===== config.mk =====
export PLATFORM = sky130hd
export DESIGN_NAME = csc_stencil
export DESIGN_NICKNAME = d
export VERILOG_FILES = /design/src/rtl/core/assert_macros.svh /design/src/rtl/core/csc_pkg.sv /design/src/rtl/core/csc_stencil.sv
export SDC_FILE = /design/constraint.sdc
export NUM_CORES = 1
export LEC_CHECK = 0
export BUFFER_PORTS_ARGS = -buffer_cell sky130_fd_sc_hd__buf_4
export CORE_MARGIN = 5
export CORE_UTILIZATION = 45
export CTS_BUF_LIST = sky130_fd_sc_hd__clkbuf_16
export CTS_CLUSTER_SIZE = 28
export DETAILED_ROUTE_END_ITERATION = 10
export PLACE_DENSITY_LB_ADDON = 0.2
export SETUP_SLACK_MARGIN = 0.5
export SLEW_MARGIN = 30
export SYNTH_ARGS = -nofsm -noshare
export SYNTH_HDL_FRONTEND = slang
export SYNTH_SLANG_ARGS = --single-unit

===== constraint.sdc =====
create_clock -name clock -period 15.2 [get_ports clock]
set_input_delay 0.76 -clock clock [delete_from_list [all_inputs] [get_ports clock]]
set_output_delay 0.76 -clock clock [all_outputs]
set_load 0.03 [all_outputs]

===== src/rtl/core/assert_macros.svh =====
// Assertion macros used by the top-level RTL file
`ifndef ASSERT_MACROS_SVH
`define ASSERT_MACROS_SVH

`ifndef SYNTH

// Property holds at every clock edge outside reset
`define ASSERT_PROP(lbl, clk, rst, prop, msg) \
   lbl: assert property (@(posedge clk) disable iff (rst) (prop)) else $error(msg);

// Condition must never be true outside reset
`define ASSERT_NEVER(lbl, clk, rst, cond, msg) \
   lbl: assert property (@(posedge clk) disable iff (rst) !(cond)) else $error(msg);

`else

`define ASSERT_PROP(lbl, clk, rst, prop, msg)
`define ASSERT_NEVER(lbl, clk, rst, cond, msg)

`endif

`endif


===== src/rtl/core/csc_pkg.sv =====
// Package: constants, register codes and types of the star counter
`default_nettype none

package csc_pkg;

   localparam int MAX_WIDTH  = 1024;
   localparam int MAX_HEIGHT = 1024;
   localparam int PIXEL_BITS = 8;

   localparam int COL_BITS   = $clog2(MAX_WIDTH);
   localparam int ROW_BITS   = $clog2(MAX_HEIGHT);
   localparam int DIM_BITS   = 11;
   localparam int THR_BITS   = 8;
   localparam int COUNT_BITS = 20;
   localparam int SUM_BITS   = PIXEL_BITS + 3;

   localparam logic [COUNT_BITS-1:0] COUNT_MAX = {COUNT_BITS{1'b1}};

   localparam logic [DIM_BITS-1:0] MIN_DIM      = DIM_BITS'(3);
   localparam logic [DIM_BITS-1:0] MAX_WIDTH_D  = DIM_BITS'(MAX_WIDTH);
   localparam logic [DIM_BITS-1:0] MAX_HEIGHT_D = DIM_BITS'(MAX_HEIGHT);

   // CSR map
   localparam int CSR_IDX_BITS  = 2;
   localparam int CSR_DATA_BITS = 11;
   localparam logic [CSR_IDX_BITS-1:0] CSR_IMAGE_WIDTH  = 2'd0;
   localparam logic [CSR_IDX_BITS-1:0] CSR_IMAGE_HEIGHT = 2'd1;
   localparam logic [CSR_IDX_BITS-1:0] CSR_THRESHOLD    = 2'd2;

   localparam logic [DIM_BITS-1:0] RST_IMAGE_WIDTH  = DIM_BITS'(8);
   localparam logic [DIM_BITS-1:0] RST_IMAGE_HEIGHT = DIM_BITS'(6);
   localparam logic [THR_BITS-1:0] RST_THRESHOLD    = THR_BITS'(6);

   // Position info that travels with a pixel into the stencil stage
   typedef struct packed {
      logic                interior;
      logic                last;
      logic [COL_BITS-1:0] col;
   } pix_tag_type;

endpackage

`default_nettype wire


===== src/rtl/core/csc_stencil.sv =====
// Cross window, threshold compare and running star total
`default_nettype none

module csc_stencil
   import csc_pkg::*;
(
   input  wire logic                  clock,
   input  wire logic                  reset,
   input  wire logic                  s1_valid,
   input  wire pix_tag_type           s1_tag,
   input  wire logic [PIXEL_BITS-1:0] s1_pixel,
   input  wire logic [PIXEL_BITS-1:0] mid_data,
   input  wire logic [PIXEL_BITS-1:0] up_data,
   input  wire logic [THR_BITS-1:0]   threshold,
   output logic                       result_valid,
   output logic      [COUNT_BITS-1:0] result_count
);

   // win1_ff/win2_ff: middle-row pixels at columns c-2 and c-1
   logic [PIXEL_BITS-1:0] win1_ff, win2_ff;
   logic [PIXEL_BITS-1:0] up_dly_ff, down_dly_ff;
   logic [COUNT_BITS-1:0] total_ff, total_in;
   logic [COUNT_BITS-1:0] total_upd;
   logic [SUM_BITS-1:0]   sum, thr_x5;
   logic                  hit;

   assign sum = SUM_BITS'(win1_ff) + SUM_BITS'(win2_ff) + SUM_BITS'(mid_data)
              + SUM_BITS'(up_dly_ff) + SUM_BITS'(down_dly_ff);
   assign thr_x5 = SUM_BITS'({threshold, 2'b00}) + SUM_BITS'(threshold);
   assign hit = s1_tag.interior && (sum > thr_x5) && (total_ff != COUNT_MAX);

   assign total_upd = hit ? total_ff + COUNT_BITS'(1) : total_ff;

   always_comb begin
      total_in = total_ff;
      if (s1_valid) begin
         total_in = s1_tag.last ? '0 : total_upd;
      end
   end

   always_ff @(posedge clock) begin
      if (reset) begin
         total_ff <= '0;
      end else begin
         total_ff <= total_in;
      end
   end

   always_ff @(posedge clock) begin
      if (s1_valid) begin
         win1_ff     <= win2_ff;
         win2_ff     <= mid_data;
         up_dly_ff   <= up_data;
         down_dly_ff <= s1_pixel;
      end
   end

   assign result_valid = s1_valid && s1_tag.last;
   assign result_count = total_upd;

endmodule

`default_nettype wire


# Word level (Yosys, flattened, before mapping)
# Index checks and enable logic that the tools add are counted.
totals:
  register_bits: 52
  wordCells: 18
  inputBits: 47
  output_inout_bits: 21
op_classes:
  n_eq_ne: 1
  mux: 2
  n_lt_le_gt_ge: 1
  addsub: 6
  reduce_logical: 3
ops:
  columns: ["op", "count"]
  rows:
  - ["$mux W20", 2]
  - ["$add A10 B8 Y11", 2]
  - ["$add A20 B1 Y20 const B", 1]
  - ["$ne A20 B20 Y1 const B", 1]
  - ["$add A11 B8 Y11", 1]
  - ["$gt A11 B11 Y1", 1]
  - ["$add A9 B8 Y10", 1]
  - ["$add A8 B8 Y9", 1]
  - ["$logic_and A1 B1 Y1", 3]

# Logic depth before layout (Yosys ltp)
depth:
  ltp_word: 9
  ltp_mapped: 22
  ltp_nobuf: 21

# Least setup slack after synthesis
# Ideal clock, no wire load.
synth_timing:
  path_kind: "input-to-output"
  from: "in mid_data[2]"
  to: "out result_count[6]"
  t_arrival_ns: 5.821
  t_required_ns: 14.440
  slack_ns: 8.619
  n_path_buf: 1
  stages: 22
  cell_sequence: "inv_1 > fa_1 > inv_1 > fa_1 > inv_1 > fa_1 > inv_1 > ha_1 > a21o_1 > a21oi_1 > nor2b_1 > o21a_1 > o41ai_1 > o21ai_0 > ha_1 > nand4_1 > a211oi_1 > a2111o_2 > and2_1 > buf_2 > and3_4 > xor2_1"
synth_between:
  elab_chain_len: 7
synth_lines:
  columns: ["item", "line", "rtl"]
  rows:
  - ["start, declared", "csc_stencil.sv:12", "input wire logic [PIXEL_BITS-1:0] mid_data,"]
  - ["$add A9 B8 Y10", "csc_stencil.sv:27", "assign sum = SUM_BITS'(win1_ff) + SUM_BITS'(win2_ff) + SUM_BITS'(mid_data)"]
  - ["$add A10 B8 Y11", "csc_stencil.sv:28", "+ SUM_BITS'(up_dly_ff) + SUM_BITS'(down_dly_ff);"]
  - ["$add A11 B8 Y11", "csc_stencil.sv:28", null]
  - ["$gt A11 B11 Y1", "csc_stencil.sv:30", "assign hit = s1_tag.interior && (sum > thr_x5) && (total_ff != COUNT_MAX);"]
  - ["$logic_and A1 B1 Y1 (2 in a row)", "csc_stencil.sv:30", null]
  - ["$mux W20", "csc_stencil.sv:32", "assign total_upd = hit ? total_ff + COUNT_BITS'(1) : total_ff;"]
  - ["end, declared", "csc_stencil.sv:16", "output logic [COUNT_BITS-1:0] result_count"]
# No other way between the ends.

# Worst setup path in the final report
# Same ends and word-level chain as after synthesis.

==> out/metrics.cfg <==
[yosys]
ys.flop_type=edfxtp_1
synth_top_area_cell=edfxtp_1
yosysSeqAreaShare_pct=34.6
synthTopCellsByArea=edfxtp_1 (24%), fa_1 (12%), dfxtp_1 (10%), ha_1 (9.2%), inv_1 (8.0%)
yosysUniqueCellTypes=57
avgSynthCellArea_um2=9.64
synth_seq_cells=52
synth_top_cell_area_share_pct=24.4
synth_area_um2=3940
syn-num-nets=508
synthArstFlopShare_pct=0
synth_edf_count=32
syn_inst=408
ys.warnings.count=0

[floorplanning]
floorplan.initialDensity_pct=45.6
rows=34
fp.dieW_um=104
die_area_um2=10700
coreArea_um2=8640
pin_count=68
dieHeight_um=104

[sta]
worst_pin_slew_ps=714
hold_viol_final=0
slew_viol_final=0
skew_ps=12.4
setup_violations=0
fmax_mhz=139
rsz0062_at_grt=no
slew_headroom_pct=52.0
post-route-period-util_pct=47.4
finalWorstPathRequiredPeriod_ps=7200
final.setup.tns_ps=0

[grt]
grt_max_degree=40
first_global_vias=2984
grt_pass1_wl_um=13900
grt-ovfl-total=0
antenna_found_initial=0
grt_use_total_pct=15.3

[clock_network]
holdBufCountCts=0
h-tree-depth=2
cts_inserted_buffers=5
cts_tree=yes
clkTransAtPathRegs_ps=70
root_buffer=clkbuf_16
insertion_delay_ps=290
post-cts-setup-buffer-count=0
cts_buffer_depth=2
cts_resized=0
clock-sinks=52

[finish]
area_growth_pct=17.2
nets=564
drive_above_1_share_pct=17.0
finish.utilization_pct=53.4
antenna_cells=0

[route]
wl_met1_um=3830
vias=2987
met3_length_um=331
met2WireLength_um=3570
routed_via_density=5.21
drt_pass1_iterations=4
ant_nets=0
drc=0
topRoutingLayerUsed=met4
wl_per_cell_um=13.6
wl_um=7770
drtIter0Drc=131

[run_status]
outcome=complete, no violations

[place]
hpwl_um=5930
place_congestion=0.804
io_buffers=57

[power_and_ir_drop]
powerDensity_nw_per_um2=131
irDropWorstVdd_mv=0.0897
power.leakage_nw=2.17
finalPower_mw=0.605

[setup_path]
cp-start-kind=input port
crit_arrival_ps=6440
worstPathRequired_ps=14440
cp-end-kind=output pin
cp_max_fo=12
r2r_cells=21
path_class=in2out

[flow_run]
maxCapViolCount=0

[min_path]
min_path_type=reg2reg
hold_depth=0

==> synthesized netlist by cell type, types with 3 or more instances <==
cell type,instances
ha_1,29
xor2_1,15
a31oi_1,8
nor2_1,17
a21o_1,5
xnor2_1,16
o211ai_1,3
edfxtp_1,32
nand3_1,12
fa_1,24
nand2_1,26
dfxtp_1,20
or3_1,4
inv_1,84
nor2b_1,5
a21oi_1,19
nor3_1,9
nand4_1,8
and3_1,4
and2_1,3
or4_1,5
o21ai_0,12
clkbuf_1,4
==> per-stage QoR <==
stage               hold slack, ps  setup WS [ps]  instances  instance area (um^2)
floorplan                      426           8620        408                  3940
global placement               430           8110        565                  4450
detailed placement             433           8020        565                  4450
CTS                            449           8000        573                  4610
global route                   456           7640        573                  4610
finish                         448           8000        573                  4610
==> metal layers <==
metal	vias to the layer above	global-route usage (%)
li1	1510	-
met1	1409	21.6
met2	64	24.3
met3	4	3.48
met4	0	3.00
met5	-	0
==> cell type report <==
cell class	count	area, um^2
sequential	52	1360
tap	108	135
inverter	84	315
fill	812	4020
multi-input combinational	264	2210
clock buffer	6	150
timing repair buffer	57	428
clock inverter	2	8.76
==> kinds of logic after synthesis <==
| family | count (synthesis) | synth area share [%] |
|---|---|---|
| DFF | 52 | 34.6 |
| buffers and inverters | 92 | 9.13 |
| adders and majority gates | 53 | 21.4 |
| AOI/OAI and AO/OA | 71 | 12.1 |
| xor gates and xnor gates | 31 | 6.90 |
| and+or+nand+nor | 109 | 15.8 |
==> flip-flops by register name, indices dropped and copies added, names as in the netlist <==
signal and flops:
total_ff 20, win1_ff 8, down_dly_ff 8, win2_ff 8
up_dly_ff 8
==> path summary, 6_finish.rpt <==
check / slack [ps] / end / startpoint
worst max register to register: 9420 / total_ff[11]$_SDFFE_PP0P_ / win1_ff[2]$_DFFE_PP_
worst min register to register: 450 / win1_ff[7]$_DFFE_PP_ / win2_ff[7]$_DFFE_PP_
worst max-delay path: 8000 / result_count[6] / mid_data[2]
worst min-delay path: 450 / win1_ff[7]$_DFFE_PP_ / win2_ff[7]$_DFFE_PP_
==> cells in the final DEF, fill, tap and decap left out, types with 2 or more instances in the layout <==
| master | instances |
|---|---|
| inv_1 | 85 |
| buf_4 | 57 |
| edfxtp_1 | 32 |
| ha_1 | 29 |
| nand2_1 | 26 |
| fa_1 | 24 |
| dfxtp_1 | 20 |
| a21oi_1 | 19 |
| nor2_1 | 17 |
| xnor2_1 | 16 |
| xor2_1 | 15 |
| o21ai_0 | 12 |
| nand3_1 | 12 |
| nor3_1 | 9 |
| a31oi_1 | 8 |
| nand4_1 | 8 |
| clkbuf_16 | 6 |
| a21o_1 | 5 |
| nor2b_1 | 5 |
| or4_1 | 5 |
| and3_1 | 4 |
| or3_1 | 4 |
| and2_1 | 3 |
| o211ai_1 | 3 |
| nand3_2 | 2 |
| and4_4 | 2 |
| a211oi_1 | 2 |
| nor4_1 | 2 |
| a22o_1 | 2 |
| o22ai_1 | 2 |
| o21ai_1 | 2 |
| a32o_1 | 2 |
| o311ai_0 | 2 |
==> power breakdown <==
| part | internal [mW] | switching, mW |
|---|---|---|
| logic | 0.133 | 0.190 |
| registers | 0.158 | 0.00375 |
| clock network | 0.0703 | 0.0503 |
==> critical path, stage by stage <==
cell and delay, ps:
buf_4 90, inv_1 50, fa_1 550, inv_1 60, fa_1 490, inv_1 50, fa_1 510, inv_1 70
ha_1 290, a21o_1 170, a21oi_1 220, nor2b_1 80, o21a_1 190, o41ai_1 410, o21ai_0 220, ha_1 330
nand4_1 170, o31ai_1 620, a31oi_4 190, and2_1 370, and3_4 250, xor2_1 140, buf_4 170
Power figures use the tool's default switching activity.
