--- src/rtl/core/assert_macros.svh ---
// Assertion macros used by the top-level RTL file
`ifndef ASSERT_MACROS_SVH
`define ASSERT_MACROS_SVH

`ifndef SYNTH

// Property holds at every clock edge outside reset
`define ASSERT_PROP(lbl, clk, rst, prop, msg) \
   lbl: assert property (@(posedge clk) disable iff (rst) (prop)) else $error(msg);

// Condition must never be true outside reset
`define ASSERT_NEVER(lbl, clk, rst, cond, msg) \
   lbl: assert property (@(posedge clk) disable iff (rst) !(cond)) else $error(msg);

`else

`define ASSERT_PROP(lbl, clk, rst, prop, msg)
`define ASSERT_NEVER(lbl, clk, rst, cond, msg)

`endif

`endif

--- src/rtl/core/csc_pkg.sv ---
// Package: constants, register codes and types of the star counter
`default_nettype none

package csc_pkg;

   localparam int MAX_WIDTH  = 1024;
   localparam int MAX_HEIGHT = 1024;
   localparam int PIXEL_BITS = 8;

   localparam int COL_BITS   = $clog2(MAX_WIDTH);
   localparam int ROW_BITS   = $clog2(MAX_HEIGHT);
   localparam int DIM_BITS   = 11;
   localparam int THR_BITS   = 8;
   localparam int COUNT_BITS = 20;
   localparam int SUM_BITS   = PIXEL_BITS + 3;

   localparam logic [COUNT_BITS-1:0] COUNT_MAX = {COUNT_BITS{1'b1}};

   localparam logic [DIM_BITS-1:0] MIN_DIM      = DIM_BITS'(3);
   localparam logic [DIM_BITS-1:0] MAX_WIDTH_D  = DIM_BITS'(MAX_WIDTH);
   localparam logic [DIM_BITS-1:0] MAX_HEIGHT_D = DIM_BITS'(MAX_HEIGHT);

   // CSR map
   localparam int CSR_IDX_BITS  = 2;
   localparam int CSR_DATA_BITS = 11;
   localparam logic [CSR_IDX_BITS-1:0] CSR_IMAGE_WIDTH  = 2'd0;
   localparam logic [CSR_IDX_BITS-1:0] CSR_IMAGE_HEIGHT = 2'd1;
   localparam logic [CSR_IDX_BITS-1:0] CSR_THRESHOLD    = 2'd2;

   localparam logic [DIM_BITS-1:0] RST_IMAGE_WIDTH  = DIM_BITS'(8);
   localparam logic [DIM_BITS-1:0] RST_IMAGE_HEIGHT = DIM_BITS'(6);
   localparam logic [THR_BITS-1:0] RST_THRESHOLD    = THR_BITS'(6);

   // Position info that travels with a pixel into the stencil stage
   typedef struct packed {
      logic                interior;
      logic                last;
      logic [COL_BITS-1:0] col;
   } pix_tag_type;

endpackage

`default_nettype wire

--- src/rtl/core/csc_position.sv ---
// Column and row position counters with frame geometry clamping
`default_nettype none

module csc_position
   import csc_pkg::*;
(
   input  wire logic                clock,
   input  wire logic                reset,
   input  wire logic                accept,
   input  wire logic [DIM_BITS-1:0] image_width,
   input  wire logic [DIM_BITS-1:0] image_height,
   output pix_tag_type              tag
);

   logic [COL_BITS-1:0] col_ff, col_in;
   logic [ROW_BITS-1:0] row_ff, row_in;
   logic [DIM_BITS-1:0] width_cl, height_cl;
   logic [DIM_BITS-1:0] col_next, row_next;
   logic                row_end, frame_end;

   always_comb begin
      if (image_width < MIN_DIM) begin
         width_cl = MIN_DIM;
      end else if (image_width > MAX_WIDTH_D) begin
         width_cl = MAX_WIDTH_D;
      end else begin
         width_cl = image_width;
      end
      if (image_height < MIN_DIM) begin
         height_cl = MIN_DIM;
      end else if (image_height > MAX_HEIGHT_D) begin
         height_cl = MAX_HEIGHT_D;
      end else begin
         height_cl = image_height;
      end
   end

   assign col_next  = DIM_BITS'(col_ff) + DIM_BITS'(1);
   assign row_next  = DIM_BITS'(row_ff) + DIM_BITS'(1);
   // ">=" so a geometry shrunk mid-frame still ends the row/frame
   assign row_end   = col_next >= width_cl;
   assign frame_end = row_end && (row_next >= height_cl);

   always_comb begin
      col_in = col_ff;
      row_in = row_ff;
      if (accept) begin
         if (row_end) begin
            col_in = '0;
            row_in = frame_end ? '0 : row_next[ROW_BITS-1:0];
         end else begin
            col_in = col_next[COL_BITS-1:0];
         end
      end
   end

   always_ff @(posedge clock) begin
      if (reset) begin
         col_ff <= '0;
         row_ff <= '0;
      end else begin
         col_ff <= col_in;
         row_ff <= row_in;
      end
   end

   assign tag.interior = (row_ff >= ROW_BITS'(2)) && (col_ff >= COL_BITS'(2));
   assign tag.last     = frame_end;
   assign tag.col      = col_ff;

endmodule

`default_nettype wire

--- config.mk ---
export PLATFORM = sky130hd
export DESIGN_NAME = csc_position
export DESIGN_NICKNAME = d
export VERILOG_FILES = /design/src/rtl/core/assert_macros.svh /design/src/rtl/core/csc_pkg.sv /design/src/rtl/core/csc_position.sv
export SDC_FILE = /design/constraint.sdc
export NUM_CORES = 1
export LEC_CHECK = 0
export CORE_AREA = 5 5 79 81
export CTS_CLUSTER_DIAMETER = 120
export DETAILED_ROUTE_END_ITERATION = 8
export DIE_AREA = 0 0 84 86
export DONT_BUFFER_PORTS = 1
export GPL_TIMING_DRIVEN = 0
export PLACE_DENSITY = 0.54
export SYNTH_ARGS = -nofsm -noshare
export SYNTH_HDL_FRONTEND = slang
export SYNTH_SLANG_ARGS = --single-unit
--- constraint.sdc ---
create_clock -name clock -period 4.1 [get_ports clock]
set_input_delay 0.41 -clock clock [delete_from_list [all_inputs] [get_ports clock]]
set_output_delay 0.41 -clock clock [all_outputs]
set_load 0.01 [all_outputs]
Word-level counts from Yosys, hierarchy flattened. Index checks and enable logic that the tools add are counted.

Register bits after elaboration: 20. Input bits: 25. Output and inout port bits: 12. Word-level logic and storage cells: 21.

Add/sub/neg operators: 2. $lt $le $gt $ge: 8. Mux-type cells: 6. Reduce and logical (&&, ||, !) cells: 3.

Operators by type and width (number): $mux 11 (4); $add 10x1->11 const B (2); $ge 11x11->1 (2); $gt 11x11->1 const B (2); $lt 11x2->1 const B (2); $ge 10x2->1 const B (2); $mux 10 (2); $logic_and 1x1->1 (2); $reduce_and 2->1 (1).

Logic depth before layout (Yosys ltp).
Depth in word-level cells: 6. Depth in mapped cells: 13. Mapped depth without buffers: 12.

Worst setup path after synthesis. No wires, ideal clock.

Path type: register -> register. From: reg col_ff[0]. To: reg row_ff[8]. Library setup time: 0.117 ns. Data arrival time: 2.665 ns. Data required time: 3.983 ns. Slack: 1.318 ns. Cell stages (with the launch flop): 14. Buffers on the path: 1. Period minus slack after synthesis: 2.782 ns. Cell sequence: dfxtp_1 -> ha_1 -> and3_1 -> and3_1 -> and3_1 -> and3_1 -> ha_1 -> nand4_1 -> nor2_1 -> a21oi_2 -> a21boi_2 -> buf_4 -> o21ai_1 -> a32o_1.

Longest elaborated chain between the ends: 4. Elaborated cells between the ends (all ways): 5. Those cells by class: 1 x add/sub; 1 x order compare; 1 x mux; 2 x reduce/logical.

RTL lines: start: declaration (line csc_position.sv:15) `logic [COL_BITS-1:0] col_ff, col_in;`; start signal: assignment (line csc_position.sv:62) `col_ff <= col_in;`; $add 10x1->11 * (line csc_position.sv:38) `assign col_next = DIM_BITS'(col_ff) + DIM_BITS'(1);`; $ge 11x11->1 * (line csc_position.sv:41) `assign row_end = col_next >= width_cl;`; $logic_and 1x1->1 (line csc_position.sv:42) `assign frame_end = row_end && (row_next >= height_cl);`; $mux 10 (line csc_position.sv:50) `row_in = frame_end ? '0 : row_next[ROW_BITS-1:0];`; end signal: assignment (line csc_position.sv:63) `row_ff <= row_in;`; end: declaration (line csc_position.sv:16) `logic [ROW_BITS-1:0] row_ff, row_in;`.

Every way passes the cells marked *; elsewhere a longest branch is shown, timed or not. A chain may end at the register's enable or synchronous reset.

Final worst setup path.
From: reg row_ff[0]. To: out tag[10] (netlist bit).

Longest elaborated chain between the ends: 3.

RTL lines: $add 10x1->11 (line csc_position.sv:39) `assign row_next = DIM_BITS'(row_ff) + DIM_BITS'(1);`; $ge 11x11->1 (line csc_position.sv:42); $logic_and 1x1->1 (line csc_position.sv:42); end: declaration (line csc_position.sv:12) `output pix_tag_type tag`.

Every way passes these cells.

==> results.py <==
metrics = {
    "run_status": {
        "status": "finished clean",
    },
    "yosys": {
        "synthXorXnorAreaFrac_pct": 12.5,
        "synth.area.mux_share_pct": 0.551,
        "synth_edf_count": 0,
        "synth_top_cell_area_share_pct": 22.0,
        "yosysMostFrequentCell": "nand2_1",
        "yosysWarnings": 0,
        "yosys.area_share.adder_pct": 17.9,
        "synth_compound_area_share_pct": 13.5,
        "syn_nets": 279,
        "synth_seq_area_share_pct": 22.0,
        "avgSynthCellArea_um2": 7.97,
        "synth_top_family_by_area": "simple AND/OR/NAND/NOR gates",
        "synth_commonest_cells": "nand2_1, ha_1, dfxtp_1",
        "ys_async_sr_fraction_pct": 0,
        "synth_area_um2": 1820,
        "ys.flop_type": "dfxtp_1",
        "synth-seq-cells": 20,
        "yosys.area_share.simple_pct": 30.2,
        "synth_area_leaders": "dfxtp_1, ha_1, xor2_1",
        "synth_cell_types": 37,
        "netlist_instances": 228,
        "yosysTopAreaCell": "dfxtp_1",
    },
    "floorplanning": {
        "fp.dieArea_um2": 7220,
        "chipWidth_um": 84,
        "row_count": 27,
        "initial_core_util_pct": 33.6,
        "io_pins": 37,
        "dieHeight_um": 86,
        "core_area_um2": 5410,
    },
    "power_and_ir_drop": {
        "power_uw": 385,
        "pwr_density_cell_nw_per_um2": 198,
        "p_leak_uw": 0.000891,
        "ir_drop_mv": 0.0944,
    },
    "critical_path": {
        "cp_max_fo": 8,
        "end_kind": "output port",
        "timing_worst_setup_path_type": "reg -> out",
        "critPathArrivalTime_ns": 2.98,
        "cp_data_required_time_ns": 3.69,
        "cp-start-kind": "flip-flop",
    },
    "cells_and_area": {
        "diodes": 0,
        "areaGrowthSynthToFinish_pct": 7.23,
        "final_cell_area_um2": 1950,
        "drive_gt1_share_pct": 6.49,
        "nNetsFinal": 284,
        "fill_cells": 597,
    },
    "global_routing": {
        "gr-usage-all-layers_pct": 11.8,
        "grt_pass1_wl_um": 7180,
        "antenna_found_initial": 0,
        "grt-ovfl-total": 0,
        "grt_max_degree": 11,
        "grt_pass1_vias": 1565,
    },
    "clock_network": {
        "cts.reportedPaths.clkPinSlew_ns": 0.07,
        "cts_made_buffers": 3,
        "htree_levels": 1,
        "cts_tree": "done",
        "clkSinkCount": 20,
        "clk_latency_ns": 0.25,
        "cts_resized": 0,
        "ctsHoldBuffers": 0,
        "cts_setup_buffers": 0,
        "cts_root_buf": "clkbuf_8",
        "clk_path_buf_depth": 2,
    },
    "timing": {
        "finalSetupViolCount": 0,
        "slew_headroom_pct": 66.8,
        "hold_viol": 0,
        "finalSetupTns_ns": 0,
        "worst_pin_slew_ns": 0.498,
        "drv_slew": 0,
        "setup_slack_ns": 0.706,
        "min_period_ns": 3.39,
        "period_share_pct": 82.8,
        "max_freq_mhz": 295,
        "skew_ns": 0.00625,
        "rsz0062_at_grt": "false",
    },
    "detailed_routing": {
        "wl_met3_um": 234,
        "drt-total-wl_um": 4170,
        "first_iter_violations": 75,
        "ant_nets": 0,
        "wl_met2_um": 2050,
        "drt_first_pass_iters": 4,
        "drt-met1-wl_um": 1870,
        "drt-vias-per-instance": 5.20,
        "drc_errors": 0,
        "routed.top_layer": "met4",
        "vias": 1575,
        "avgRoutedWirePerCell_um": 13.8,
    },
    "place": {
        "globalplace.congestion": 0.766,
        "dpl_worst_slack_ns": 0.935,
        "hpwl_um": 3460,
        "io_buffer_count": 0,
        "place_area_um2": 1910,
    },
    "run": {
        "maxCapViolCount": 0,
    },
    "worst_hold_path": {
        "worstHoldPathType": "in -> reg",
    },
}
[logic make-up after synthesis]
| group | after synthesis |
|---|---|
| AO/OA/AOI/OAI | 39 |
| XOR/XNOR | 25 |
| adder cells (fa/ha/maj) | 26 |
| buffers and inverters | 14 |
| flip-flops | 20 |
| multiplexers | 1 |
| AND/OR/NAND/NOR | 103 |
[critical path, stage by stage (launching register included)]
cell     delay (ns)
dfxtp_1        0.46
ha_1           0.29
and3_1         0.28
nand2_1        0.09
nor2_1         0.22
and3_1         0.20
ha_1           0.26
a21oi_1        0.14
o21ai_0        0.11
a21oi_2        0.34
a22oi_1        0.17
buf_4          0.17
[state kept, by name (all words and copies together) (netlist names)]
register,flops
row_ff,10
col_ff,10
[cell usage in the layout (no fill, tap or decap), types with 3 or more instances in the layout]
master    Yosys  final
xor2_1       19     19
nor2_1       17     17
and3_1        8      8
nand2b_1      6      6
xnor2_1       5      5
nor4_1        9      9
dfxtp_1      20     20
ha_1         26     26
nand4_1       9      9
a21oi_1      16     16
o21ai_1       8      8
nand2_1      35     35
a32o_1        5      5
clkbuf_8      0      3
nor2b_1       3      3
clkbuf_1      3      3
inv_1         6      6
nand3_1       5      5
[worst paths after layout]
kind | slack [ns] | start | to | cells past startpoint
max | 0.71 | row_ff[0] | tag[10] | 11
min | 0.38 | accept | col_ff[9] | 3
max reg2reg | 0.89 | row_ff[0] | row_ff[3] | 12
min reg2reg | 0.51 | row_ff[9] | row_ff[9] | 2
[where the power goes]
part | internal [uW] | leakage, uW | switching [uW] | total (uW)
sequential | 197 | 0.000162 | 5.92 | 203
clock | 65.3 | 0.0000216 | 60.6 | 126
combinational | 22.7 | 0.000708 | 34.1 | 56.7
total | 285 | 0.000891 | 101 | 385
[area by class of cell]
| type | instances | area, um^2 | share of cell area [%] |
|---|---|---|---|
| multi-input combinational | 194 | 1360 | 69.6 |
| sequential | 20 | 400 | 20.6 |
| tap | 72 | 90.1 | 4.62 |
| clock buffer | 3 | 41.3 | 2.12 |
| buffer | 6 | 31.3 | 1.61 |
| inverter | 8 | 30.0 | 1.54 |
[metrics by stage]
stage	std cells	utilization [%]	hold WS, ns
after detailed placement	300	35.3	0.509
after floorplan	228	-	0.474
after CTS	303	36.0	0.379
after global routing	303	36.0	0.400
final	303	36.0	0.383
after global placement	300	35.3	0.497
[layer usage]
layer	up-vias	global-route usage, %
met5	-	0
met4	0	2.63
li1	824	-
met1	724	13.8
met3	2	2.98
met2	25	21.8
Power figures use the tool's default switching activity.
